--- config.mk ---
export PLATFORM = sky130hd
export DESIGN_NAME = rmq_sqrt
export DESIGN_NICKNAME = d
export VERILOG_FILES = /design/src/design/rmq_pkg.sv /design/src/design/rmq_sqrt.sv
export SDC_FILE = /design/constraint.sdc
export NUM_CORES = 1
export LEC_CHECK = 0
export ABC_AREA = 1
export BUFFER_PORTS_ARGS = -buffer_cell sky130_fd_sc_hd__buf_2
export CAP_MARGIN = 20
export CORE_MARGIN = 1.5
export CORE_UTILIZATION = 35
export DETAILED_ROUTE_END_ITERATION = 8
export REMOVE_ABC_BUFFERS = 1
export SYNTH_ARGS = -nofsm -noshare
export SYNTH_HDL_FRONTEND = slang
export SYNTH_SLANG_ARGS = --single-unit
--- constraint.sdc ---
create_clock -name clk_i -period 4 [get_ports clk_i]
set_clock_uncertainty 0.05 [all_clocks]
set_input_delay 0.4 -clock clk_i [delete_from_list [all_inputs] [get_ports clk_i]]
set_output_delay 0.4 -clock clk_i [all_outputs]
set_load 0.05 [all_outputs]
--- src/design/rmq_pkg.sv ---
// rmq_pkg: types and constants shared by the rotation matrix to quaternion block
// no dependencies
package rmq_pkg;

  localparam int RAD_W     = 17;
  localparam int S_W       = 17;
  localparam int DMAG_W    = 17;
  localparam int REM_W     = 18;
  localparam int Q_W       = 23;
  localparam int NLO_W     = 23;
  localparam int SQ_STEPS  = 17;
  localparam int DIV_STEPS = 23;
  localparam int LANES     = 3;

  localparam logic signed [18:0] ONE_Q14 = 19'sd16384;
  localparam logic [Q_W-1:0] COMP_MAX = 23'd16384;

  localparam logic [1:0] BR_TRACE = 2'd0;
  localparam logic [1:0] BR_COL0  = 2'd1;
  localparam logic [1:0] BR_COL1  = 2'd2;
  localparam logic [1:0] BR_COL2  = 2'd3;

  typedef struct packed {
    logic signed [15:0] r0c0;
    logic signed [15:0] r1c0;
    logic signed [15:0] r2c0;
    logic signed [15:0] r0c1;
    logic signed [15:0] r1c1;
    logic signed [15:0] r2c1;
    logic signed [15:0] r0c2;
    logic signed [15:0] r1c2;
    logic signed [15:0] r2c2;
  } rmq_in_t;

  typedef struct packed {
    logic signed [15:0] quat_w;
    logic signed [15:0] quat_x;
    logic signed [15:0] quat_y;
    logic signed [15:0] quat_z;
    logic [1:0]         branch_taken;
    logic               saturated;
  } rmq_out_t;

  typedef struct packed {
    logic              neg;
    logic [DMAG_W-1:0] mag;
  } rmq_term_t;

  typedef struct packed {
    logic [1:0]                 branch;
    rmq_term_t [LANES-1:0]      term;
  } rmq_sq_sb_t;

  typedef struct packed {
    logic [1:0]       branch;
    logic [S_W-1:0]   s;
    logic [LANES-1:0] neg;
  } rmq_dv_sb_t;

endpackage

--- src/design/rmq_sqrt.sv ---
// rmq_sqrt: pipelined integer square root of radicand * 65536, one root bit per stage
// depends on rmq_pkg
module rmq_sqrt import rmq_pkg::*; (
  input  logic             clk_i,
  input  logic             rst_ni,
  input  logic             en_i,
  input  logic             valid_i,
  input  logic [RAD_W-1:0] rad_i,
  input  rmq_sq_sb_t       sb_i,
  output logic             valid_o,
  output logic [S_W-1:0]   s_o,
  output rmq_sq_sb_t       sb_o
);

  logic             v_q      [SQ_STEPS];
  logic [RAD_W-1:0] rad_q    [SQ_STEPS];
  logic [REM_W-1:0] rem_q    [SQ_STEPS];
  logic [S_W-1:0]   root_q   [SQ_STEPS];
  rmq_sq_sb_t       sb_q     [SQ_STEPS];
  logic             cur_v    [SQ_STEPS];
  logic [RAD_W-1:0] cur_rad  [SQ_STEPS];
  logic [REM_W-1:0] cur_rem  [SQ_STEPS];
  logic [S_W-1:0]   cur_root [SQ_STEPS];
  rmq_sq_sb_t       cur_sb   [SQ_STEPS];

  for (genvar k = 0; k < SQ_STEPS; k++) begin : g_step
    localparam int P = SQ_STEPS - 1 - k;
    logic [1:0]  pair;
    logic [19:0] rr, trial, diff;
    logic [17:0] rad18;
    logic        ge;

    if (k == 0) begin : g_in
      assign cur_v[k]    = valid_i;
      assign cur_rad[k]  = rad_i;
      assign cur_rem[k]  = '0;
      assign cur_root[k] = '0;
      assign cur_sb[k]   = sb_i;
    end else begin : g_prev
      assign cur_v[k]    = v_q[k-1];
      assign cur_rad[k]  = rad_q[k-1];
      assign cur_rem[k]  = rem_q[k-1];
      assign cur_root[k] = root_q[k-1];
      assign cur_sb[k]   = sb_q[k-1];
    end

    assign rad18 = {1'b0, cur_rad[k]};
    // the low 16 bits of the shifted radicand are zero
    if (P >= 8) begin : g_hi
      assign pair = rad18[2*(P-8)+1 -: 2];
    end else begin : g_lo
      assign pair = 2'b00;
    end

    assign rr    = {cur_rem[k], pair};
    assign trial = {1'b0, cur_root[k], 2'b01};
    assign ge    = rr >= trial;
    assign diff  = rr - trial;

    always_ff @(posedge clk_i or negedge rst_ni) begin
      if (!rst_ni) begin
        v_q[k] <= 1'b0;
      end else if (en_i) begin
        v_q[k] <= cur_v[k];
      end
    end

    always_ff @(posedge clk_i) begin
      if (en_i) begin
        rad_q[k]  <= cur_rad[k];
        rem_q[k]  <= ge ? diff[REM_W-1:0] : rr[REM_W-1:0];
        root_q[k] <= {cur_root[k][S_W-2:0], ge};
        sb_q[k]   <= cur_sb[k];
      end
    end
  end

  assign valid_o = v_q[SQ_STEPS-1];
  assign s_o     = root_q[SQ_STEPS-1];
  assign sb_o    = sb_q[SQ_STEPS-1];

endmodule

* Yosys cells after proc, flatten, opt, wreduce, memory -nomap -nowiden
Memory sizes are Yosys's and may differ from the RTL's. Index checks and enable logic that the tools add are counted.
Cells by class: add/sub/neg operators 17, order comparisons 17, muxes and demuxes 19
Operator list (number):
- greater-or-equal comparator 20 x 19 -> 1 bit | 16
- two-way mux 18 bit | 17
- subtractor 18 bit | 16
- two-way mux 1 bit | 2
- subtractor 1 x 1 -> 2 bit, second input constant | 1
- greater-or-equal comparator 1 bit, second input constant | 1
Storage, ports and cells: memory bits (writable) 1836, word-level logic and storage cells 74, output and inout port bits 74, memories kept 4, flip-flop bits (word level) 17, input port bits 77
Memory list:
- sb_q | depth 17, width 56, rd ports 17, clocked after Yosys merged registers in 0, wr ports 17, RTL line rmq_sqrt.sv:19 | rmq_sq_sb_t sb_q [SQ_STEPS];
- rem_q | depth 17, width 18, rd ports 16, clocked after Yosys merged registers in 0, wr ports 17, RTL line rmq_sqrt.sv:17 | logic [REM_W-1:0] rem_q [SQ_STEPS];
- rad_q | depth 17, width 17, rd ports 16, clocked after Yosys merged registers in 0, wr ports 17, RTL line rmq_sqrt.sv:16 | logic [RAD_W-1:0] rad_q [SQ_STEPS];
- root_q | depth 17, width 17, rd ports 17, clocked after Yosys merged registers in 0, wr ports 17, RTL line rmq_sqrt.sv:18 | logic [S_W-1:0] root_q [SQ_STEPS];

* Depth between registers and ports, before layout
Gate-level depths: netlist (run 1). An unclocked memory read counts as a cell.
depth in word-level cells 3, mapped depth 14, gate-level depth less buffers 13

* Least setup slack after synthesis (run 1)
OpenSTA, ideal clock, no wires.
path kind reg-to-reg, start memory rem_q[12][1] (netlist: rem_q[0][217]), end memory rem_q[13][7] (netlist: rem_q[0][241]) (data pin), path slack 1.818 ns, setup time 0.252 ns, stages on the path, launching flop included 15, buffers on the path 1, data arrival time 1.879 ns, cells stage by stage edfxtp_1 > inv_1 > ha_1 > fa_1 > nand2_1 > nand2_1 > nand3b_1 > nand2_2 > nand2_1 > nand2_1 > nand2_2 > nand2_4 > buf_6 > nand2_1 > nand2_1
RTL lines (RTL line):
- from (decl) | rmq_sqrt.sv:17

==> flow_metrics.py, run 1 <==
metrics = {
    "global_route": {
        "grt.total_usage": 0.115,
        "grt_pass1_wl_um": 154000,
        "grt_pass1_vias": 29900,
        "antenna_found_initial": 1,
        "busiest_layer": "met2",
        "grt_max_degree": 131,
        "grt-ovfl-total": 0,
        "grtUsageMet1": 0.146,
        "grt_util_met3": 0.0282,
        "gr-usage-met2": 0.189,
    },
    "final_layout": {
        "postLayoutCellArea_um2": 67100,
        "drive_above_1_share": 0.116,
        "nNetsFinal": 4836,
        "synthToLayoutAreaGrowth_pct": 16.9,
        "layout_commonest_cell": "edfxtp_1",
        "fillerInstances": 14900,
        "fin_util": 0.412,
        "final_cell_mix": "1,434 x edfxtp_1, 983 x nand2_1, 523 x inv_1",
    },
    "route": {
        "viasPerCell": 4.40,
        "drt_iter0_markers": 2118,
        "wl_per_cell_um": 13.9,
        "via_count": 30400,
        "drc_errors": 0,
        "detail-route-antenna-nets": 0,
        "drt_first_pass_iters": 5,
        "drt_wl_total_um": 95800,
    },
    "logic_synthesis": {
        "netlist_instances": 4195,
        "synth.lib_cells_used.distinct": 51,
        "synthesis.area_um2": 57400,
        "ys_ff_latch": 1451,
        "ys.flop_type": "edfxtp_1",
        "ys_warn_count": 0,
        "synthArstFlopShare": 0.0117,
        "synth_seq_area_share": 0.758,
        "syn_avg_cell_area_um2": 13.7,
        "synth_edf_count": 1434,
    },
    "min_path": {
        "hold_depth": 1,
        "hold_path_class": "input port to register",
    },
    "floorplan": {
        "row_count": 148,
        "initial_utilization": 0.353,
        "io_pins": 151,
        "die_w_um": 408,
        "core_um2": 163000,
        "fp.dieArea_um2": 166000,
        "die_h_um": 408,
    },
    "setup_path": {
        "path_cells": "inv_1 > ha_1 > nand2_1 > inv_1 > nand2_1 > nand2_1 > nor2_1 > nand2_1 > nor2_2 > inv_1 > nand3_1 > o21ai_0",
        "end_kind": "register",
        "critPathLaunchType": "register",
        "crit_path_max_incr_delay_ps": 630,
        "cp.required_ps": 4470,
        "cpMaxStageDelayCell": "nor2_2",
        "critPathMaxFanout": 21,
        "crit_family": "simple AND/OR/NAND/NOR gates",
        "critical_path_arrival_ps": 3130,
        "critPathKind": "register to register",
        "critPathBufInv": 3,
        "crit_cells": 12,
        "reg2reg_depth": 12,
        "cp_common_cell": "nand2_1",
    },
    "power_and_ir_drop": {
        "pwr_density_cell_nw_per_um2": 544,
        "p_leak_nw": 26.5,
        "peakVddDrop_v": 0.000486,
    },
    "timing": {
        "fmax_mhz": 376,
        "fin_setup_tns_ps": 0,
        "min_period_ps": 2660,
        "fin_ws_ps": 1340,
        "setup_viol": 0,
        "grt_setup_unrepaired": "no",
        "report.final.slew_viol_count": 0,
        "slew_headroom": 0.457,
        "worst_pin_slew_ps": 813,
        "whs_ps": 72.9,
        "finalHoldViolations": 0,
        "min_period_over_period": 0.664,
    },
    "clock_network": {
        "clk_pin_slew_ps": 60,
        "cts_tree": "yes",
        "clock_latency_ps": 810,
        "clockBufferDepth": 3,
        "cts_root_buf": "clkbuf_16",
        "cts_resized": 0,
        "numCtsBuffers": 155,
        "htree_levels": 4,
        "cts.sinks": 1451,
    },
    "placement": {
        "placedInstanceArea_um2": 61200,
        "port_buffers": 150,
        "dp_hpwl_um": 63800,
        "place_ws_ps": 1370,
        "gp_congestion": 0.841,
    },
    "flow_run": {
        "cap_violations": 0,
    },
    "outcome": {
        "outcome": "complete, no violations",
    },
}
## kinds of logic after synthesis
kind of cell    Yosys count  synth area share
xor+xnor                 93            0.0142
compound gates          273            0.0277
fa+ha+maj               162            0.0362
buf+inv                 565            0.0396
flops                  1451             0.758
mux                       1          0.000196
other cells               1         0.0000653
simple gates           1649             0.124
## layout make-up
cell class	count	area, um^2	share of cell area
sequential	1451	43500	0.648
multi-input combinational	2179	11600	0.173
clock buffer	183	3980	0.0594
tap	2175	2720	0.0406
timing repair buffer	278	2090	0.0312
inverter	532	2000	0.0298
clock inverter	99	1180	0.0175
antenna	1	2.50	0.0000373
## worst reg2reg max path, delay by kind of cell (launching register included)
family                   cells  cell delay, ps
AND/OR/NAND/NOR              7            1200
adder cells (fa/ha/maj)      1             360
flip-flops                   1             350
buffers and inverters        3             340
AO/OA/AOI/OAI                1              90
## layer usage
layer | share of wire | vias up | routed length [um]
met3 | 0.043 | 201 | 4100
met1 | 0.45 | 14300 | 42700
met4 | 0.031 | 0 | 2990
met5 | 0 | - | 0
li1 | - | 15300 | -
met2 | 0.48 | 525 | 46100
## synth_stat cells (6+ instances only)
master | number | share of area
a21oi_1 | 129 | 0.011
a21oi_2 | 28 | 0.0043
and2_1 | 6 | 0.00065
buf_2 | 8 | 0.00070
buf_4 | 7 | 0.00092
buf_6 | 12 | 0.0024
dfrtp_1 | 17 | 0.0074
edfxtp_1 | 1434 | 0.75
fa_1 | 7 | 0.0024
ha_1 | 155 | 0.034
inv_1 | 523 | 0.034
inv_2 | 7 | 0.00046
nand2_1 | 983 | 0.064
nand2_2 | 23 | 0.0025
nand2_4 | 6 | 0.0012
nand3_1 | 239 | 0.021
nand3_2 | 10 | 0.0017
nand3b_1 | 27 | 0.0035
nand4_1 | 41 | 0.0045
nor2_1 | 242 | 0.016
nor2_2 | 8 | 0.00087
nor2_4 | 6 | 0.0012
nor3_1 | 28 | 0.0024
o21ai_0 | 73 | 0.0064
o21ai_1 | 10 | 0.00087
o21ai_2 | 19 | 0.0029
or2_2 | 12 | 0.0013
xnor2_1 | 28 | 0.0043
xor2_1 | 65 | 0.0099
## registers in the layout, indices dropped and copies added, names as in the netlist
signal   flops
valid_o      1
root_q     131
rem_q      264
sb_q       952
cur_v       16
rad_q       87
## report_power, final
group / total [mW] / leakage (nW) / internal (mW) / switching, mW
combinational: 3.60 / 9.98 / 1.22 / 2.38
clock: 14.2 / 2.47 / 8.27 / 5.97
sequential: 18.6 / 14.0 / 18.1 / 0.518
## final timing paths
check | startpoint | to | slack [ps]
min in group asynchronous | rst_ni | cur_v[15] | 690
setup reg to reg | rad_q[0][101] | rem_q[0][121] | 1340
max in group asynchronous | rst_ni | cur_v[4] | 2710
setup / recovery | rad_q[0][101] | rem_q[0][121] | 1340
hold / removal | en_i | sb_q[2][51] | 70
hold reg to reg | sb_q[0][57] | sb_q[0][113] | 340
## what timing repair did
item	in CTS	in global routing
buffers inserted	0	0
hold endpoints to repair	91	0
hold buffers	76	0
## stage by stage
step	std cells	power, mW
floorplan	4162	21.2
finish	6898	36.5
global placement	6539	22.5
global route	6897	38.2
detailed placement	6539	22.5
CTS	6897	37.1
No activity file was read; power rests on OpenSTA's default activity.
==> run 2: changes to the inputs <==
--- a/config.mk
+++ b/config.mk
@@ -5,7 +5,7 @@
 export SDC_FILE = /design/constraint.sdc
 export NUM_CORES = 1
 export LEC_CHECK = 0
-export ABC_AREA = 1
+export ABC_AREA = 0
 export BUFFER_PORTS_ARGS = -buffer_cell sky130_fd_sc_hd__buf_2
 export CAP_MARGIN = 20
 export CORE_MARGIN = 1.5
==> constraint.sdc (replaced) <==
create_clock -name clk_i -period 2.4 [get_ports clk_i]
set_clock_uncertainty 0.05 [all_clocks]
set_input_delay 0.24 -clock clk_i [delete_from_list [all_inputs] [get_ports clk_i]]
set_output_delay 0.24 -clock clk_i [all_outputs]
set_load 0.05 [all_outputs]
==> run 2 against run 1 <==
  * The flow now finishes with violations (negative setup slack)
  * Largest power group unchanged
  * Final cell count is 14% lower
  * Global-route usage is 1.3 points lower
  * Power is 67% higher
  * Largest cell class unchanged
==> flow_metrics.py, run 2 <==
metrics = {
    "placement": {
        "gp_congestion": 0.839,
        "placedInstanceArea_um2": 60300,
        "dp_cells": 5512,
        "port_buffers": 150,
        "dp_hpwl_um": 49500,
    },
    "timing": {
        "finalHoldViolations": 0,
        "min_period_over_period": 1.27,
        "fin_ws_ps": -653,
        "worst_pin_slew_ps": 886,
        "report.final.slew_viol_count": 0,
        "grt_setup_unrepaired": "yes",
        "fmax_mhz": 328,
        "setup_viol": 104,
        "min_period_ps": 3050,
        "slew_headroom": 0.407,
    },
    "route": {
        "drt_wl_total_um": 81400,
        "via_count": 26600,
        "drt_iter0_markers": 1159,
        "drt_first_pass_iters": 5,
        "detail-route-antenna-nets": 0,
        "wl_per_cell_um": 13.7,
        "viasPerCell": 4.46,
        "drc_errors": 0,
    },
    "floorplan": {
        "die_h_um": 396,
        "row_count": 143,
        "initial_utilization": 0.354,
        "die_w_um": 396,
        "io_pins": 151,
        "core_um2": 152000,
        "fp.dieArea_um2": 157000,
    },
    "setup_path": {
        "end_kind": "register",
        "critPathLaunch": "rem_q[0][252]",
        "path_cells": "ha_2 > fa_2 > a211oi_4 > o21ai_2 > a32o_1 > a221o_1 > a21boi_4 > clkbuf_16 > mux2_4",
        "critPathKind": "register to register",
        "critPathLaunchType": "register",
        "r2r_start": "rem_q[0][252]",
        "critPathMaxFanout": 8,
        "cpMaxStageDelayCell": "edfxtp_1",
        "cp.required_ps": 2860,
        "critical_path_arrival_ps": 3510,
        "crit_path_max_incr_delay_ps": 400,
    },
    "clock_network": {
        "cts_tree": "yes",
        "clock_latency_ps": 770,
        "cts_root_buf": "clkbuf_16",
        "htree_levels": 4,
        "clockBufferDepth": 3,
        "numCtsBuffers": 154,
        "cts.sinks": 1451,
        "clk_pin_slew_ps": 60,
    },
    "global_route": {
        "grt.total_usage": 0.103,
        "grt_pass1_vias": 26800,
        "grt_max_degree": 101,
        "antenna_found_initial": 3,
        "grt-ovfl-total": 0,
        "grt_pass1_wl_um": 131000,
    },
    "logic_synthesis": {
        "synth_most_common_cell": "edfxtp_1",
        "synth_top_area_cell": "edfxtp_1",
        "ys_warn_count": 0,
        "synth.lib_cells_used.distinct": 90,
        "netlist_instances": 2985,
        "ys_ff_latch": 1451,
        "synth.area.top_cells": "edfxtp_1 80%, ha_1 3.6%, xnor2_1 1.5%, inv_1 1.3%, xor2_1 1.2%",
        "synth_edf_count": 1434,
        "yosys-top-cells-count": "1,434 x edfxtp_1, 188 x inv_1, 155 x ha_1",
        "synthArstFlopShare": 0.0117,
        "ys.flop_type": "edfxtp_1",
        "syn_avg_cell_area_um2": 18.1,
        "synth_seq_area_share": 0.806,
        "synthesis.area_um2": 54000,
        "synth_top_area_share": 0.798,
    },
    "min_path": {
        "min-delay-start": "sb_i[41]",
        "hold_path_class": "input port to register",
    },
    "final_layout": {
        "finalNonFillerCells": 5954,
        "layout_commonest_cell": "edfxtp_1",
        "drive_above_1_share": 0.292,
        "reg.largest.list": "sb_q (952), rem_q (264), root_q (131)",
        "largest-register": "sb_q",
        "largest_register_ff_count": 952,
        "synthToLayoutAreaGrowth_pct": 27.0,
        "nNetsFinal": 4037,
        "final_cell_mix": "1,434 x edfxtp_1, 374 x buf_4, 178 x inv_1",
        "postLayoutCellArea_um2": 68500,
    },
    "power_and_ir_drop": {
        "peakVddDrop_v": 0.000715,
        "finalPower_mw": 60.8,
        "pwr_density_cell_nw_per_um2": 888,
        "p_leak_nw": 25.3,
    },
    "flow_run": {
        "cap_violations": 0,
    },
    "outcome": {
        "outcome": "finished, violations left",
        "violations": "negative setup slack",
    },
}
-- run 2: final cells by class --
cell class / count / area (um^2)
Timing Repair Buffer: 681 / 5620
Antenna cell: 1 / 2.50
Tap cell: 2030 / 2540
Sequential cell: 1451 / 43500
Inverter: 189 / 714
Clock inverter: 100 / 1140
Fill cell: 13100 / 83900
Clock buffer: 181 / 3980
Multi-Input combinational cell: 1321 / 11100
-- run 2: path summary, 6_finish.rpt --
| path | to | slack, ps | cells past startpoint |
|---|---|---|---|
| worst min-delay path | sb_q[0][41] | 100 | 2 |
| max in group asynchronous | cur_v[4] | 1300 | 3 |
| worst min register to register | rad_q[0][40] | 340 | 0 |
| min in group asynchronous | cur_v[0] | 550 | 3 |
| worst max register to register | rem_q[0][285] | -650 | 9 |
| worst max-delay path | rem_q[0][285] | -650 | 9 |
-- run 2: worst max-delay path: cells and delay by family (launching register included) --
family | cells | cell delay [ps]
mux | 1 | 290
buf+inv | 1 | 210
compound gates | 5 | 1250
fa+ha+maj | 2 | 580
flops | 1 | 400
-- run 2: metal layers --
layer,track usage,wire length [um],part of all wire
met1,0.119,34000,0.42
met2,0.175,40800,0.50
met3,0.0262,3300,0.041
met4,0.0543,3210,0.039
met5,0,12,0.00015
-- run 2: report_power, final --
group | leakage, nW | switching [mW] | internal [mW]
registers | 14.0 | 0.847 | 30.3
clock network | 2.46 | 9.80 | 13.6
logic | 8.83 | 3.20 | 3.06
total | 25.3 | 13.8 | 47.0
-- run 2: repair_timing --
action / in CTS / in global routing
gates cloned: 7 / 3
pin swaps: 69 / 79
endpoints found under the hold margin: 164 / 0
resized for setup: 189 / 204
endpoints found under the setup margin: 152 / 190
buffers inserted: 41 / 45
hold buffers: 77 / 0
-- run 2: stage by stage --
stage | util | hold WS [ps] | setup slack, ps | TNS, ps
floorplan | - | -106 | -770 | -48370
global placement | 0.396 | 117 | -680 | -41930
detailed placement | 0.396 | 126 | -716 | -49750
CTS | 0.442 | 13.2 | -714 | -22100
global route | 0.450 | 52.3 | -735 | -34910
finish | 0.450 | 104 | -653 | -24100
-- run 2: cells by family after synthesis --
group,count (synthesis),share of synthesized area
DFF,1451,0.806
and+or+nand+nor,482,0.0451
AOI/OAI and AO/OA,437,0.0520
buffers and inverters,214,0.0156
xor gates and xnor gates,165,0.0268
adders and majority gates,162,0.0385
muxes,73,0.0163
other,1,0.0000695
