[src/design/rmq_pkg.sv]
// rmq_pkg: types and constants shared by the rotation matrix to quaternion block
// no dependencies
package rmq_pkg;

  localparam int RAD_W     = 17;
  localparam int S_W       = 17;
  localparam int DMAG_W    = 17;
  localparam int REM_W     = 18;
  localparam int Q_W       = 23;
  localparam int NLO_W     = 23;
  localparam int SQ_STEPS  = 17;
  localparam int DIV_STEPS = 23;
  localparam int LANES     = 3;

  localparam logic signed [18:0] ONE_Q14 = 19'sd16384;
  localparam logic [Q_W-1:0] COMP_MAX = 23'd16384;

  localparam logic [1:0] BR_TRACE = 2'd0;
  localparam logic [1:0] BR_COL0  = 2'd1;
  localparam logic [1:0] BR_COL1  = 2'd2;
  localparam logic [1:0] BR_COL2  = 2'd3;

  typedef struct packed {
    logic signed [15:0] r0c0;
    logic signed [15:0] r1c0;
    logic signed [15:0] r2c0;
    logic signed [15:0] r0c1;
    logic signed [15:0] r1c1;
    logic signed [15:0] r2c1;
    logic signed [15:0] r0c2;
    logic signed [15:0] r1c2;
    logic signed [15:0] r2c2;
  } rmq_in_t;

  typedef struct packed {
    logic signed [15:0] quat_w;
    logic signed [15:0] quat_x;
    logic signed [15:0] quat_y;
    logic signed [15:0] quat_z;
    logic [1:0]         branch_taken;
    logic               saturated;
  } rmq_out_t;

  typedef struct packed {
    logic              neg;
    logic [DMAG_W-1:0] mag;
  } rmq_term_t;

  typedef struct packed {
    logic [1:0]                 branch;
    rmq_term_t [LANES-1:0]      term;
  } rmq_sq_sb_t;

  typedef struct packed {
    logic [1:0]       branch;
    logic [S_W-1:0]   s;
    logic [LANES-1:0] neg;
  } rmq_dv_sb_t;

endpackage

[src/design/rmq_front.sv]
// rmq_front: trace test, branch pick, radicand and off-diagonal terms, one register stage
// depends on rmq_pkg
module rmq_front import rmq_pkg::*; (
  input  logic          clk_i,
  input  logic          rst_ni,
  input  logic          en_i,
  input  logic          valid_i,
  input  rmq_in_t       data_i,
  input  logic [14:0]   thresh_i,
  output logic          valid_o,
  output logic [RAD_W-1:0] rad_o,
  output rmq_sq_sb_t    sb_o
);

  function automatic rmq_term_t abs_term(input logic signed [18:0] d);
    rmq_term_t r;
    logic [18:0] m;
    m = d[18] ? 19'(-d) : d;
    r.neg = d[18];
    r.mag = m[DMAG_W-1:0];
    return r;
  endfunction

  logic signed [18:0] a00, a10, a20, a01, a11, a21, a02, a12, a22;
  logic signed [18:0] t, rad_sel;
  logic signed [18:0] dx, dy, dz, s01, s02, s12;
  logic               trace_ok, c0, c1;
  logic [1:0]         br;
  logic [RAD_W-1:0]   rad;
  rmq_sq_sb_t         sb;
  logic               v_q;
  logic [RAD_W-1:0]   rad_q;
  rmq_sq_sb_t         sb_q;

  assign a00 = 19'(data_i.r0c0);
  assign a10 = 19'(data_i.r1c0);
  assign a20 = 19'(data_i.r2c0);
  assign a01 = 19'(data_i.r0c1);
  assign a11 = 19'(data_i.r1c1);
  assign a21 = 19'(data_i.r2c1);
  assign a02 = 19'(data_i.r0c2);
  assign a12 = 19'(data_i.r1c2);
  assign a22 = 19'(data_i.r2c2);

  assign t        = ONE_Q14 + a00 + a11 + a22;
  assign trace_ok = t > $signed({4'b0000, thresh_i});
  assign c0       = (a00 > a11) && (a00 > a22);
  assign c1       = a11 > a22;

  assign dx  = a12 - a21;
  assign dy  = a20 - a02;
  assign dz  = a01 - a10;
  assign s01 = a01 + a10;
  assign s02 = a20 + a02;
  assign s12 = a12 + a21;

  always_comb begin
    priority if (trace_ok) begin
      br      = BR_TRACE;
      rad_sel = t;
    end else if (c0) begin
      br      = BR_COL0;
      rad_sel = ONE_Q14 + a00 - a11 - a22;
    end else if (c1) begin
      br      = BR_COL1;
      rad_sel = ONE_Q14 + a11 - a00 - a22;
    end else begin
      br      = BR_COL2;
      rad_sel = ONE_Q14 + a22 - a00 - a11;
    end
  end

  assign rad = (rad_sel < 19'sd1) ? 17'd1 : rad_sel[RAD_W-1:0];

  // lanes hold the three quotient components in w, x, y, z order
  always_comb begin
    sb.branch = br;
    unique case (br)
      BR_TRACE: begin
        sb.term[0] = abs_term(dx);
        sb.term[1] = abs_term(dy);
        sb.term[2] = abs_term(dz);
      end
      BR_COL0: begin
        sb.term[0] = abs_term(dx);
        sb.term[1] = abs_term(s01);
        sb.term[2] = abs_term(s02);
      end
      BR_COL1: begin
        sb.term[0] = abs_term(dy);
        sb.term[1] = abs_term(s01);
        sb.term[2] = abs_term(s12);
      end
      BR_COL2: begin
        sb.term[0] = abs_term(dz);
        sb.term[1] = abs_term(s02);
        sb.term[2] = abs_term(s12);
      end
    endcase
  end

  always_ff @(posedge clk_i or negedge rst_ni) begin
    if (!rst_ni) begin
      v_q <= 1'b0;
    end else if (en_i) begin
      v_q <= valid_i;
    end
  end

  always_ff @(posedge clk_i) begin
    if (en_i) begin
      rad_q <= rad;
      sb_q  <= sb;
    end
  end

  assign valid_o = v_q;
  assign rad_o   = rad_q;
  assign sb_o    = sb_q;

endmodule

[config.mk]
export PLATFORM = sky130hd
export DESIGN_NAME = rmq_front
export DESIGN_NICKNAME = d
export VERILOG_FILES = /design/src/design/rmq_pkg.sv /design/src/design/rmq_front.sv
export SDC_FILE = /design/constraint.sdc
export NUM_CORES = 1
export LEC_CHECK = 0
export BUFFER_PORTS_ARGS = -buffer_cell sky130_fd_sc_hd__buf_2
export CORE_UTILIZATION = 55
export CTS_CLUSTER_DIAMETER = 60
export DETAILED_ROUTE_END_ITERATION = 6
export PLACE_DENSITY = 0.74
export REMOVE_ABC_BUFFERS = 1
export SYNTH_ARGS = -nofsm -noshare
export SYNTH_HDL_FRONTEND = slang
export SYNTH_SLANG_ARGS = --single-unit
[constraint.sdc]
create_clock -name clk_i -period 0.9 [get_ports clk_i]
set_input_delay 0.135 -clock clk_i [delete_from_list [all_inputs] [get_ports clk_i]]
set_output_delay 0.135 -clock clk_i [all_outputs]
set_load 0.02 [all_outputs]
Word-level counts from Yosys, hierarchy flattened --
Index checks and enable logic that the tools add are counted.
Word-level totals: flip-flop bits (word level) 74
Operators by class: equal/unequal tests 3, add/sub/neg operators 23, reduce and logical (&&, ||, !) cells 2, mux-type cells 13, $lt $le $gt $ge 5
Operators by type and width (number):
- case mux 54 bit (4 select lines) | 1
- 2-to-1 mux 17 bit | 6
- negation 17 bit | 6
- 2-to-1 mux 19 bit | 3
- subtractor 18 x 16 -> 19 bit | 3
- subtractor 17 x 16 -> 18 bit | 3
- adder 16 x 16 -> 17 bit | 3
- adder 16 x 16 -> 17 bit, first input constant | 3
- subtractor 16 x 16 -> 17 bit | 3
- > comparator 16 bit | 3
- adder 18 x 16 -> 19 bit | 1
- > comparator 19 x 16 -> 1 bit | 1
- less-than comparator 19 x 2 -> 1 bit, second input constant | 1
- adder 17 x 16 -> 18 bit | 1
- == test 2 bit, second input constant | 2
- 2-to-1 mux 2 bit | 2
- == test 2 x 1 -> 1 bit, second input constant | 1
- logical NOT 2 bit | 1
- logical AND 1 bit | 1
- 2-to-1 mux 1 bit | 1

Logic depth before layout (Yosys ltp) --
Gate-level depths: netlist (run 1).
depth in word-level cells 7, gate-level depth with buffers 24, depth with buffers taken out 23

Worst setup path after synthesis (run 1) --
No wires, ideal clock.
path type input-to-reg, start in data_i[5] in the netlist's numbering, end reg rad_q[0], in the netlist rad_o[0], data pin, arrival 4.732 ns, slack -3.961 ns, buffers on the path 1, cell stages on the path 23, cells stage by stage inv_1 -> fa_1 -> inv_1 -> ha_1 -> a21o_1 -> nor3_1 -> a211oi_1 -> nand2b_1 -> a21o_1 -> a21oi_1 -> xnor2_1 -> ha_1 -> a21o_1 -> a21o_1 -> a221oi_1 -> o21ai_0 -> o21ai_1 -> buf_2 -> mux2i_1 -> nor4bb_1 -> nand4_1 -> nor4_1 -> or3_1
Between the ends: cells in the longest elaborated chain, start to end 7, elaborated cells on any way between the ends 14
Ends and longest elaborated chain:
- start, declared | RTL line rmq_front.sv:8 | input rmq_in_t data_i,
- adder 16 x 16 -> 17 bit | RTL line rmq_front.sv:69 | rad_sel = ONE_Q14 + a22 - a00 - a11;
- subtractor 17 x 16 -> 18 bit | RTL line rmq_front.sv:69
- subtractor 18 x 16 -> 19 bit | RTL line rmq_front.sv:69
- 2-to-1 mux 19 bit | RTL line rmq_front.sv:64 | end else if (c1) begin
- 2-to-1 mux 19 bit | RTL line rmq_front.sv:61 | end else if (c0) begin
- 2-to-1 mux 19 bit * | RTL line rmq_front.sv:58 | priority if (trace_ok) begin
- less-than comparator 19 x 2 -> 1 bit | RTL line rmq_front.sv:73 | assign rad = (rad_sel < 19'sd1) ? 17'd1 : rad_sel[RAD_W-1:0];
- end signal, assigned | RTL line rmq_front.sv:112 | rad_q <= rad;
- end, declared | RTL line rmq_front.sv:32 | logic [RAD_W-1:0] rad_q;
Every way passes the cells marked *; elsewhere a longest branch is shown, timed or not. A chain may end at the register's enable or synchronous reset.

Worst setup path after layout (run 1) --
start in data_i[133] in the netlist's numbering, end reg rad_q[0], in the netlist rad_o[0], data pin
Between the ends: cells in the longest elaborated chain, start to end 6, elaborated cells on any way between the ends 17
Ends and longest elaborated chain:
- adder 16 x 16 -> 17 bit (tied with other cells) | RTL line rmq_front.sv:45, rmq_front.sv:63
- adder 17 x 16 -> 18 bit (tied with other cells) | RTL line rmq_front.sv:45 | assign t = ONE_Q14 + a00 + a11 + a22;
- adder 18 x 16 -> 19 bit (tied with other cells) | RTL line rmq_front.sv:45
- > comparator 19 x 16 -> 1 bit / 2-to-1 mux 19 bit (equally long branches) | RTL line rmq_front.sv:46, rmq_front.sv:61
- 2-to-1 mux 19 bit * | RTL line rmq_front.sv:58
- less-than comparator 19 x 2 -> 1 bit | RTL line rmq_front.sv:73
Marks and branches as above.

==> run metrics, run 1 <==
via/cell ratio=6.06; Ys Warns=0; CP max FO=5; worst setup path class=input port to register; max_cap viols=0; Post-Layout Cell Count=3574; actual slew at the worst max-slew pin=1250 ps; I/O pin total=237; post-layout util=89.0%; hold_ws=30.1 ps; final WL=78800 µm; unrepaired setup endpoints after global routing=yes; Leak=13.9 nW; Critical Path Source Type=input port; root buf cell=clkbuf_16; DRT iter0 DRCs=2005; most area-consuming cells after synthesis=ha_1 23%, edfxtp_1 13%, fa_1 8.7%; first-pass GRT wire length=104000 µm; drt first pass iters=7; row count=64; pwr dens=2040 mW/mm²; vias in the first global route=20.7k; Top Usage Layer GRT=met2; Wirelength per Cell=~22 µm; post-synthesis register bit count=74; Mapped Cells=2076; status=complete, but fails checks; dominant synthesized flop cell=edfxtp_1; HP Start=valid_i; Syn Area/Cell=~8.3 µm²; H-tree Lvls=3; Worst Setup End Kind=register; Max clock buf depth=2; Die Area=0.0320 mm²; antenna-violating nets left=0; largest net degree at the start of global routing=26; Detailed Place HPWL=57000 µm; most common cell in the synthesized netlist=ha_1; Worst-Skew Late Latency=about 340 ps; Initial Util=56.1%; Post-synth EDFFs=73; max-slew violations=0; # port buffers=236; Core Footprint=0.0307 mm²; total grt overflow=0; CTS Buf Count=9; commonest cells in the synthesized netlist=310 x ha_1, 231 x inv_1, 164 x a21oi_1; met1 Use GR=45.9%; antenna violations before repair=5; WP buf/inv=5; PnR Total Power=approximately 56 mW; failing checks=DRC, setup timing; Post-Place Cells=approximately 3.5k; Worst setup startpoint=data_i[133]; Fmax=a little under 200 MHz; drt drc=1; nets=3721; final cycle utilization of the critical path=575%; min cycle time layout=5180 ps; via count=21.7k; layout cells sized above 1=41.4%; slack of the critical path=-4280 ps; Crit path largest cell delay=a little under 600 ps; HP Class=input port to register; FFs w/ async S/R, synth=1.35%; synth unique cells=87; top cell type by total area after synthesis=ha_1; clock-pin transition on the worst setup and hold timing paths=60 ps; CP delay by family, top=compound AO/OA/AOI/OAI gates; CTS tree=done; Max stage delay cell, worst path=fa_1; Peak supply drop=roughly 1600 µV; Tot GR Track Use=between 40 and 50%; final setup vio count=147; Yosys top cell area share=22.5%; met2 Track Usage GR=74.0%; Synth Cell Area=0.0172 mm²; Fin. Hold Viols=0; Syn-to-layout area delta=58.7%; Worst slew margin=16.7%; Final Skew=0 ps; global placer's final weighted congestion=1.07; M3 GR Usage=6.21%; Critical Path RT=1110 ps; DIE HEIGHT=179 µm; Arr. time, crit path=~5400 ps; Seq/Total Area, Yosys=12.9%; worst r2r src=valid_o; die width=179 µm; CTS sink cnt=74
-- metrics by stage --
stage	worst slack, ps	area, µm²	TNS (ps)
3_3_place_gp	-4290	25000	-288320
2_1_floorplan	-6880	17000	-437460
3_5_place_dp	-4340	25000	-294950
4_1_cts	-3690	26000	-253430
6_report	-4280	27300	-299240
5_1_grt	-4420	27300	-309860
-- what timing repair did --
action | in CTS | in global routing
pin swaps | 42 | 41
hold buffers | 1 | 0
gates cloned | 0 | 6
resized for setup | 122 | 263
endpoints found under the hold margin | 1 | 0
setup endpoints to repair | 147 | 147
setup buffers | 26 | 32
-- path summary, 6_finish.rpt --
kind                             to  slack (ps)  cells after the start
max                        rad_o[0]       -4280                     25
min in group asynchronous   valid_o         100                      2
min reg2reg                 valid_o         570                      1
max reg2reg                 valid_o         120                      1
max in group asynchronous   valid_o         720                      2
min                         valid_o          30                      2
-- layer usage --
metal,vias to the layer above,routed length [µm]
li1,9538,-
met4,8,7840
met2,1463,35400
met5,-,49
met3,583,8260
met1,10100,27300
-- flip-flops by register name (all words and copies together), names as in the netlist --
register	flops
rad_o	17
sb_o	56
valid_o	1
-- cells by family after synthesis --
kind of cell	count (synthesis)	synth area share, %
adder cells (fa/ha/maj)	385	31.3
AO/OA/AOI/OAI	562	21.3
multiplexers	52	3.11
flip-flops	74	12.9
AND/OR/NAND/NOR	526	15.4
XOR/XNOR	191	9.72
buffers and inverters	286	6.32
-- cell usage in the layout (no fill, tap or decap), drive strengths merged, types with 29 or more instances in the layout --
cell type,n
buf,1134
ha,310
inv,234
a21oi,164
nor2,163
xnor2,136
o21ai,105
nand2,94
fa,75
edfxtp,73
xor2,55
nor3,55
mux2i,46
a21o,45
nor2b,39
a31oi,32
o21a,29
-- final cells by class --
| class | count | area (µm²) |
|---|---|---|
| well taps | 396 | 495 |
| clock buffers | 9 | 225 |
| diodes | 1 | 2.50 |
| flip-flops and latches | 74 | 2220 |
| fillers | 1504 | 3360 |
| inverters | 233 | 895 |
| repair inverters | 1 | 11.3 |
| multi-input cells | 1716 | 14600 |
| clock inverters | 6 | 90.1 |
| repair buffers | 1138 | 8730 |
-- power by group --
part | total [mW] | switching (mW) | internal, mW
clock network | 4.04 | 1.61 | 2.43
registers | 7.22 | 1.44 | 5.78
logic | 44.6 | 23.1 | 21.5
total | 55.8 | 26.1 | 29.7
(Power assumes the default switching activity.)
==> inputs of run 2 (changes only) <==
GPL_TIMING_DRIVEN = 0   (was default)
==> run 2 against run 1 <==
The run ends with setup timing left. Register-to-register slack got worse by 120 ps. Non-clock buffer count down 817. Critical path depth unchanged. Core utilization down 20 points. Via count shrank 22%. Clock skew stayed put. Sequential power down 5.0%. Flip-flop and latch count unchanged. Clock power down 15%. Sequential share of layout area rose by 2.4 points. Fmax grew 1.4%. First-iteration DRC count decreased by 34%. Largest cell class unchanged.
==> run metrics, run 2 (synthesized netlist as in run 1, its figures left out) <==
PnR Total Power=roughly 43 mW; Syn-to-layout area delta=22.4%; slack of the critical path=-4210 ps; actual slew at the worst max-slew pin=between 1000 and 1500 ps; most frequent cells in the layout=306 x ha_1, 219 x inv_1, 163 x buf_2, 153 x a21oi_1, 147 x nor2_1; unrepaired setup endpoints after global routing=yes; Fin. Hold Viols=0; min cycle time layout=a little over 5000 ps; total internal power=21.8 mW; layout cells sized above 1=20.4%; Wirelength per Cell=20.4 µm; drt first pass iters=6; CTS Buf Count=9; Detailed Place HPWL=roughly 43000 µm; vias in the first global route=approximately 16k; Sw Pwr=about 21 mW; hold path depth=2; Core Footprint=0.0307 mm²; Post-Layout Cell Count=2764; die width=around 180 µm; Leak=9.86 nW; Cell Area, Placed=0.0188 mm²; I/O pin total=237; total grt overflow=0; CTS tree=done; Initial Util=56.1%; Die Area=~0.032 mm²; root buf cell=clkbuf_16; Final Skew=0 ps; Post-Place Cells=2660; antenna violations before repair=0; commonest non-fill, non-tap cell in the layout=ha_1; final WL=between 50000 and 60000 µm; # port buffers=236; Antenna Cells=0; R2R depth=2; pwr dens=2030 mW/mm²; Tot GR Track Use=34.5%; Worst slew margin=2.69%; final cycle utilization of the critical path=567%; max_cap viols=0; Reg power frac=16.0%; hold_ws=around 54 ps; Worst-Skew Late Latency=roughly 350 ps; max FFs per register=56; Critical Path RT=about 980 ps; row count=64; drt drc=0; CTS sink cnt=74; Max clock buf depth=2; Switching Share=49.0%; DIE HEIGHT=179 µm; worst setup path class=input port to register; max-slew violations=0; fillers=~2.5k; H-tree Lvls=3; CP max FO=7; combinational power share=75.9%; final setup vio count=148; nets=2911; failing checks=setup timing; cell area after layout=0.0211 mm²; clock network fraction of total power=8.0%; Arr. time, crit path=5190 ps; Critical Path Source Type=input port; via count=17.0k; first-pass GRT wire length=85100 µm; via/cell ratio=6.14; Peak supply drop=1210 µV; clock-pin transition on the worst setup and hold timing paths=60 ps; Fmax=between 150 and 200 MHz; antenna-violating nets left=0; DRT iter0 DRCs=between 1k and 1.5k; Worst Setup End Kind=register; global placer's final weighted congestion=0.968; status=complete, but fails checks; HP Class=input port to register; largest net degree at the start of global routing=46
run 2: final timing paths:
| check | from | end | slack [ps] |
|---|---|---|---|
| setup / recovery | data_i[69] | rad_o[0] | -4210 |
| hold / removal | valid_i | valid_o | 50 |
| setup reg to reg | valid_o | valid_o | 0 |
| hold reg to reg | valid_o | valid_o | 650 |
| max in group asynchronous | rst_ni | valid_o | 720 |
| min in group asynchronous | rst_ni | valid_o | 100 |
run 2: cell type report:
type | count | area (µm²) | area share (%)
multi-input combinational | 1720 | 14600 | 69.2
timing repair inverter | 4 | 40.0 | 0.190
clock buffer | 9 | 225 | 1.07
sequential | 74 | 2220 | 10.5
inverter | 233 | 920 | 4.37
tap | 396 | 495 | 2.35
timing repair buffer | 321 | 2550 | 12.1
clock inverter | 7 | 45.0 | 0.214
run 2: timing repair:
action | 4_1_cts | 5_1_grt
gates resized for setup | 269 | 79
endpoints found under the setup margin | 148 | 148
pin swaps | 46 | 31
setup buffers | 51 | 28
cloned | 9 | 1
hold endpoints to repair | 1 | 0
hold buffers | 1 | 0
run 2: power groups by stage:
| stage | logic [mW] | registers (mW) | clock network, mW |
|---|---|---|---|
| final | 32.5 | 6.86 | 3.43 |
| after global routing | 34.4 | 6.89 | 3.57 |
| after CTS | 29.4 | 6.78 | 3.43 |
| after detailed placement | 24.1 | 6.55 | 0 |
| after global placement | 21.3 | 5.89 | 0 |
| after floorplan | 14.6 | 7.07 | 0 |
run 2: worst max-delay path, cell delays in order:
cell and delay, ps:
buf_4 130, inv_4 60, fa_1 560, inv_2 80, ha_4 290, nand3_1 80, o21a_1 220, a211oi_2 320
nand2b_4 230, a21o_1 160, a21oi_4 80, xnor2_2 220, ha_1 280, a21o_1 160, a21o_1 150, a221oi_2 290
o21ai_2 120, o21ai_4 160, buf_6 180, buf_4 120, mux2_4 310, o2111a_1 160, nand4_1 240, nor4_2 80
or3_1 340
run 2: metrics by stage:
step	worst slack, ps	util [%]	setup TNS (ps)
floorplan	-6880	-	-437460
global placement	-9950	60.9	-699230
detailed placement	-6000	61.3	-387560
CTS	-3950	67.0	-261860
global route	-4360	68.7	-289900
finish	-4210	68.7	-280340
run 2: routing by layer:
| metal | track usage, % | vias to the layer above | part of all wire (%) |
|---|---|---|---|
| met5 | 0 | - | 0 |
| met4 | 20.6 | 0 | 6.2 |
| met3 | 4.33 | 188 | 7.3 |
| met2 | 58.2 | 806 | 47 |
| met1 | 41.9 | 8068 | 40 |
| li1 | - | 7909 | - |
==> inputs of run 3 (changes only) <==
CORE_MARGIN = 4   (was default)
SETUP_SLACK_MARGIN = 0.4   (was default)
TNS_END_PERCENT = 5   (was default)
==> run 3 against run 2 <==
The run still ends with setup timing left. Final cell count down 1.0%. Combinational power down 7.1%. Total power down 5.5%. Hold slack worse by 16 ps. Fmax down 4.0%. Non-clock buffer count down 23. Setup slack worse by 210 ps. Register-to-register slack better by 150 ps. First-iteration DRC count up 1.1%. Sequential power down 3.1%. Critical path depth down 1. Critical endpoint unchanged. Largest cell class unchanged. Highest routed layer is now met5.
==> run metrics, run 3 (synthesized netlist as in run 1, its figures left out) <==
max-slew violations=0; Worst setup startpoint=data_i[130]; Antenna Cells=0; worst r2r src=valid_o; Tot GR Track Use=30.6%; clock-pin transition on the worst setup and hold timing paths=50 ps; R2R depth=1; die width=185 µm; row count=64; most frequent cells in the layout=305 x ha_1, 220 x buf_2, 219 x inv_1, 152 x a21oi_1, 147 x nor2_1; pwr dens=1980 mW/mm²; Wirelength per Cell=20.3 µm; CTS tree=done; Post-Place Cells=2660; Fin. Hold Viols=0; Worst Setup End Kind=register; max_cap viols=0; Post-Layout Cell Count=2735; Max clock buf depth=2; final cycle utilization of the critical path=591%; fillers=2599; I/O pin total=between 200 and 250; cell area after layout=0.0204 mm²; Worst slew margin=13.3%; Peak supply drop=1350 µV; worst setup path class=input port to register; slack of the critical path=-4420 ps; Cell Area, Placed=0.0188 mm²; HP Class=input port to register; final WL=55400 µm; Leak=9.56 nW; antenna-violating nets left=0; CTS sink cnt=74; min cycle time layout=5320 ps; worst r2r dst=valid_o; CP max FO=6; Arr. time, crit path=5510 ps; setup slack, reg-to-reg=~150 ps; nets=2884; CTS Buf Count=9; antenna violations before repair=1; Critical Path Source Type=input port; unrepaired setup endpoints after global routing=yes; via count=16.9k; Core Footprint=0.0307 mm²; max FFs per register=56; hold_ws=38.2 ps; Detailed Place HPWL=43200 µm; DRT iter0 DRCs=between 1k and 1.5k; commonest non-fill, non-tap cell in the layout=ha_1; largest net degree at the start of global routing=43; root buf cell=clkbuf_16; status=complete, but fails checks; Final Skew=0 ps; DIE HEIGHT=185 µm; first-pass GRT wire length=83900 µm; layout cells sized above 1=18.9%; Critical Path RT=1090 ps; CP endpoint=rad_o[0]; global placer's final weighted congestion=around 1; setup TNS=-282080 ps; Initial Util=56.0%; total grt overflow=0; vias in the first global route=16.1k; HP Start=valid_i; drt drc=0; H-tree Lvls=3; Worst-Skew Late Latency=340 ps; PnR Total Power=approximately 40 mW; Syn-to-layout area delta=18.4%; actual slew at the worst max-slew pin=1290 ps; via/cell ratio=6.17; Die Area=around 0.034 mm²; failing checks=setup timing; drt first pass iters=7; # port buffers=about 240; final setup vio count=147; Fmax=roughly 190 MHz
==> run 3: cell type report <==
class	instances	area (µm²)	area share [%]
Clock buffer	11	233	1.14
Clock inverter	3	42.5	0.209
Inverter	233	918	4.51
Multi-Input combinational cell	1719	14500	71.0
Sequential cell	74	2220	10.9
Tap cell	396	495	2.43
Timing Repair Buffer	298	1980	9.74
Timing Repair inverter	1	7.51	0.0369
==> run 3: routing by layer <==
metal  wire length (µm)  vias up  share of wire, %  GRT usage [%]
met3               4250      180               7.7           2.83
met4               3230        2               5.8           14.9
met1              22100     8010                40           39.5
li1                   -     7851                 -              -
met5                  7        -             0.013              0
met2              25800      839                47           51.6
==> run 3: critical path: stages <==
cell      delay [ps]
buf_2            140
fa_2             530
buf_4            170
fa_2             390
a21o_1           200
a311oi_2         400
or2_4            220
nor2_4            40
o21ai_2          110
nor2b_4          160
xnor2_2           90
ha_1             300
nand4_1          120
buf_4            180
nor4_4           270
o21ai_2          140
o21ai_4          190
buf_8            160
buf_8            130
mux2i_1          450
o2111a_1         260
nand4_1          250
nor4_1           280
or3_1            190
==> run 3: metrics by stage <==
stage,worst slack (ps),util (%)
after global routing,-4490,66.2
after global placement,-9930,60.7
final,-4420,66.2
after floorplan,-6880,-
after CTS,-3980,64.6
after detailed placement,-6240,61.1
==> run 3: power by group <==
group	total (mW)	internal (mW)	switching (mW)
Clock	3.62	2.12	1.50
Combinational	30.2	12.4	17.7
Sequential	6.65	5.75	0.907
Total	40.4	20.3	20.1
==> run 3: repair_timing <==
item | CTS | global route
pin swaps | 40 | 20
gates cloned | 4 | 2
setup endpoints to repair | 221 | 189
hold buffers | 1 | 0
setup buffers | 38 | 16
gates resized for setup | 121 | 87
hold endpoints to repair | 1 | 0
==> run 3: worst min-delay path by stage <==
stage,slack [ps],depth (start not counted),to
final,40,2,valid_o
after global routing,40,2,valid_o
after global placement,-90,1,valid_o
after floorplan,-160,0,valid_o
after detailed placement,-90,1,valid_o
after CTS,30,2,valid_o
